[config.mk]
export PLATFORM = sky130hd
export DESIGN_NAME = sccc_ram
export DESIGN_NICKNAME = d
export VERILOG_FILES = /design/src/sccc_ram.sv
export SDC_FILE = /design/constraint.sdc
export NUM_CORES = 1
export LEC_CHECK = 0
export BUFFER_PORTS_ARGS = -buffer_cell sky130_fd_sc_hd__buf_2
export CAP_MARGIN = 20
export CORE_UTILIZATION = 38
export CTS_CLUSTER_DIAMETER = 120
export CTS_CLUSTER_SIZE = 30
export DETAILED_ROUTE_END_ITERATION = 10
export GPL_ROUTABILITY_DRIVEN = 0
export PLACE_DENSITY = 0.62
export SLEW_MARGIN = 15
export SYNTH_ARGS = -nofsm -noshare
export SYNTH_HDL_FRONTEND = slang
export SYNTH_SLANG_ARGS = --single-unit
[constraint.sdc]
create_clock -name i_clk -period 5.5 [get_ports i_clk]
set_input_delay 1.1 -clock i_clk [delete_from_list [all_inputs] [get_ports i_clk]]
set_output_delay 1.1 -clock i_clk [all_outputs]
set_load 0.03 [all_outputs]
[src/sccc_ram.sv]
module sccc_ram #(
    parameter int Width = 8,
    parameter int Depth = 16
) (
    input  logic                     i_clk,
    input  logic                     i_we,
    input  logic [$clog2(Depth)-1:0] i_waddr,
    input  logic [Width-1:0]         i_wdata,
    input  logic [$clog2(Depth)-1:0] i_raddr,
    output logic [Width-1:0]         o_rdata
);
    logic [Width-1:0] r_mem [Depth];

    always_ff @(posedge i_clk) begin
        if (i_we) begin
            r_mem[i_waddr] <= i_wdata;
        end
        o_rdata <= r_mem[i_raddr];
    end
endmodule

## After elaboration in Yosys (flattened, before gate mapping)

Memory sizes are Yosys's and may differ from the RTL's. A register that Yosys moved wholly into a read port is not among the register bits.
Cells that the tools add are included.

- RAM bits: 128
- Memories: 1
- Flip-flop bits (word level): 0
- Output and inout port bits: 8
- Input bits: 18
- Word-level logic and storage cells: 3

- Mux-type cells: 2

Memory list:

| memory | depth | bits a word | rd ports | clocked after memory_dff | write ports | line | source |
|---|---|---|---|---|---|---|---|
| r_mem | 16 | 8 | 1 | 1 | 1 | 12 | `logic [Width-1:0] r_mem [Depth];` |

Operators by type and width:

| operator | number |
|---|---|
| 1-bit two-way mux | 2 |

## Depth between registers and ports, before layout

- Depth after elaboration: 2
- Gate-level depth with buffers: 5

## Worst setup path after synthesis

OpenSTA, ideal clock, no wires.

- Path kind: input-to-reg
- From: input port i_waddr[2]
- To: memory r_mem[0][0] (enable)
- Cell stages on the path: 2
- Data arrival time: 2.210 ns
- Library setup time: 0.383 ns
- Path slack: 2.907 ns
- Cells stage by stage: or3b_2 nor3_1

RTL lines:

| element | line | source |
|---|---|---|
| start, declared | 7 | `input logic [$clog2(Depth)-1:0] i_waddr,` |
| end, declared | 12 |  |

No word-level cell before the write port.

## Worst setup path after layout

- From: input port i_waddr[2]
- To: memory r_mem[2][3] (enable)

No word-level cell before the write port.

==> metrics.cfg <==
[global_routing]
global_route.usage.total=0.155
global_route_track_usage_on_met2=0.229
grt_pass1_vias=2416
grt_most_used_layer=met2
global_route.overflow_total=0
wire_length_of_the_first_global_routing_pass_um=15100
grt_max_degree=33
groute.layer.met1.usage=0.214
grt_antenna_before_repair=2
grt_use_met3=0.0415

[clock_network]
cts_hold_buffers=0
cts_sinks=136
cts-buffers-inserted=17
post_cts_buffers=0
htree_levels=4
cts.path.max_buffers=2
clock_insertion_delay_worst_skew_ps=410
cts-resized-gates=0
tritoncts_clock_tree=yes
clock-root-buffer=clkbuf_16
path_clk_slew_ps=60

[yosys]
ys_async_sr_fraction=0
syn-num-nets=247
yosysWarnings=0
syn-instance-count=229
synth_cell_type_count=19
synth_sequential_area_ratio=0.778
postSynth.topFlopCell=edfxtp_1
postSynthRegisterBits=136
avgSynthCellArea_um2=22.5
synth.cell_area_um2=5150
synth-edff-count=128

[sta]
layout_worst_path_cycle_share=0.440
timing_worst_slew_pin_value_ps=991
final_hold_slack_ps=676
setup_slack_ps=3080
slew-limit-headroom=0.337
finalClockSkew_ps=5.56
grt_setup_unrepaired=no
setup-violations-final=0
final_worst_path_period_need_ps=2420
clock.fmax_mhz=414
final_hold_viol_count=0
slew_viol_final=0
fin_tns_setup_ps=0

[die]
floorplan.die.width_um=118
rows=42
fp.dieH_um=118
num_io_pins=26
design.die.area_um2=14000
core-area_um2=13200
initial_utilization=0.389

[finish]
layout.filler_cells=1126
area_added_between_synthesis_and_finish_pct=17.3
finalNetCount=285
layout-drive-gt1-share=0.268
layout.area.seq_um2=4000
final_core_util=0.456
mostFrequentLayoutCell=edfxtp_1
most_frequent_cells_in_the_layout=edfxtp_1, buf_2, mux4_2, clkbuf_16, a22oi_1
multi_input_comb_area_um2=1060

[setup_path]
critPathLaunchType=primary input
critPathArrivalTime_ps=2440
critical_path_class=in -> reg
endpoint_kind=flop
worst_ep_required_time_ps=5530
critical_path.max_fanout=8

[hold_path]
hp-class=reg -> reg

[power_and_ir_drop]
power.clock.fraction=0.463
vdd_ir_drop_max_mv=0.236
internal-power_mw=1.92
p_per_area_nw_per_um2=396
net_sw_power_mw=0.465
power_leakage_nw=2.00
power_switching_share=0.195
combPwrFrac=0.049
post-layout-total-power_mw=2.39
seq_power_share=0.489

[detailed_routing]
drt_wl_total_um=9900
route.antenna.remaining_nets=0
detail_route.drc_violations=2
detail_route.wl_per_cell_um=21.7
routed-via-count=2366
number_of_detailed_route_iterations_in_the_first_pass=7
drt_iter0_markers=270
via_cell_ratio=5.18

[placement]
preCtsSetupSlack_ps=2260
numPortBuffers=25
dp.final_hpwl_um=6000

[outcome]
violations_in_the_final_reports=DRC
status=finished, violations left

[flow_run]
maxCapViolations=0

area by class of cell:
cell class	instances	area share
antenna	1	0.000414
tap	176	0.0365
clock inverter	9	0.0205
clock buffer	23	0.0758
timing repair buffer	29	0.0278
multi-input combinational	83	0.176
sequential	136	0.663
stage by stage:
step / cells / instance area (µm²)
after floorplan: 229 / 5150
after global placement: 423 / 5430
after CTS: 455 / 6020
after global routing: 456 / 6040
final: 457 / 6040
after detailed placement: 423 / 5430
layer usage:
metal | up-vias | part of all wire
met3 | 11 | 0.049
met5 | - | 0.0016
li1 | 1055 | -
met4 | 2 | 0.012
met2 | 54 | 0.48
met1 | 1244 | 0.46
synthesized netlist by cell type (all sizes together), types with 2 or more instances:
| cell | n | area [µm²] |
|---|---|---|
| nor2 | 13 | 48.8 |
| nand2b | 2 | 12.5 |
| edfxtp | 128 | 3840 |
| nor3 | 4 | 20.0 |
| mux4 | 32 | 773 |
| clkdlybuf4s25 | 3 | 30.0 |
| nand3b | 2 | 15.0 |
| buf | 7 | 56.3 |
| dfxtp | 8 | 160 |
| nand2 | 9 | 33.8 |
| a22oi | 16 | 120 |
state kept, by name, summed over array words and instances (netlist names):
name	flops
o_rdata	8
r_mem	128
final timing paths:
check | from | end | slack (ps) | cells after the start
worst max-delay path | i_waddr[2] | r_mem[2][3]$_DFFE_PP_ | 3080 | 3
worst min-delay path | r_mem[12][1]$_DFFE_PP_ | o_rdata[1]$_DFF_P_ | 680 | 3
worst max register to register | r_mem[9][4]$_DFFE_PP_ | o_rdata[4]$_DFF_P_ | 4030 | 3
worst min register to register | r_mem[12][1]$_DFFE_PP_ | o_rdata[1]$_DFF_P_ | 680 | 3
cell families after synthesis:
kind of cell	share of synthesized area
AOI/OAI and AO/OA	0.0233
buffers and inverters	0.0168
muxes	0.150
and+or+nand+nor	0.0318
DFF	0.778
power by group through the flow:
stage | logic (mW) | clock network [mW] | registers (mW)
6_report | 0.116 | 1.11 | 1.17
3_5_place_dp | 0.115 | 0 | 1.19
4_1_cts | 0.116 | 1.12 | 1.17
3_3_place_gp | 0.114 | 0 | 1.19
5_1_grt | 0.125 | 1.16 | 1.17
2_1_floorplan | 0.0588 | 0 | 1.20
critical path, cell delays in order:
cell,delay (ps)
buf_2,120
or3b_2,520
nor2_1,710
Note: power is estimated with default switching activity, not from simulation.
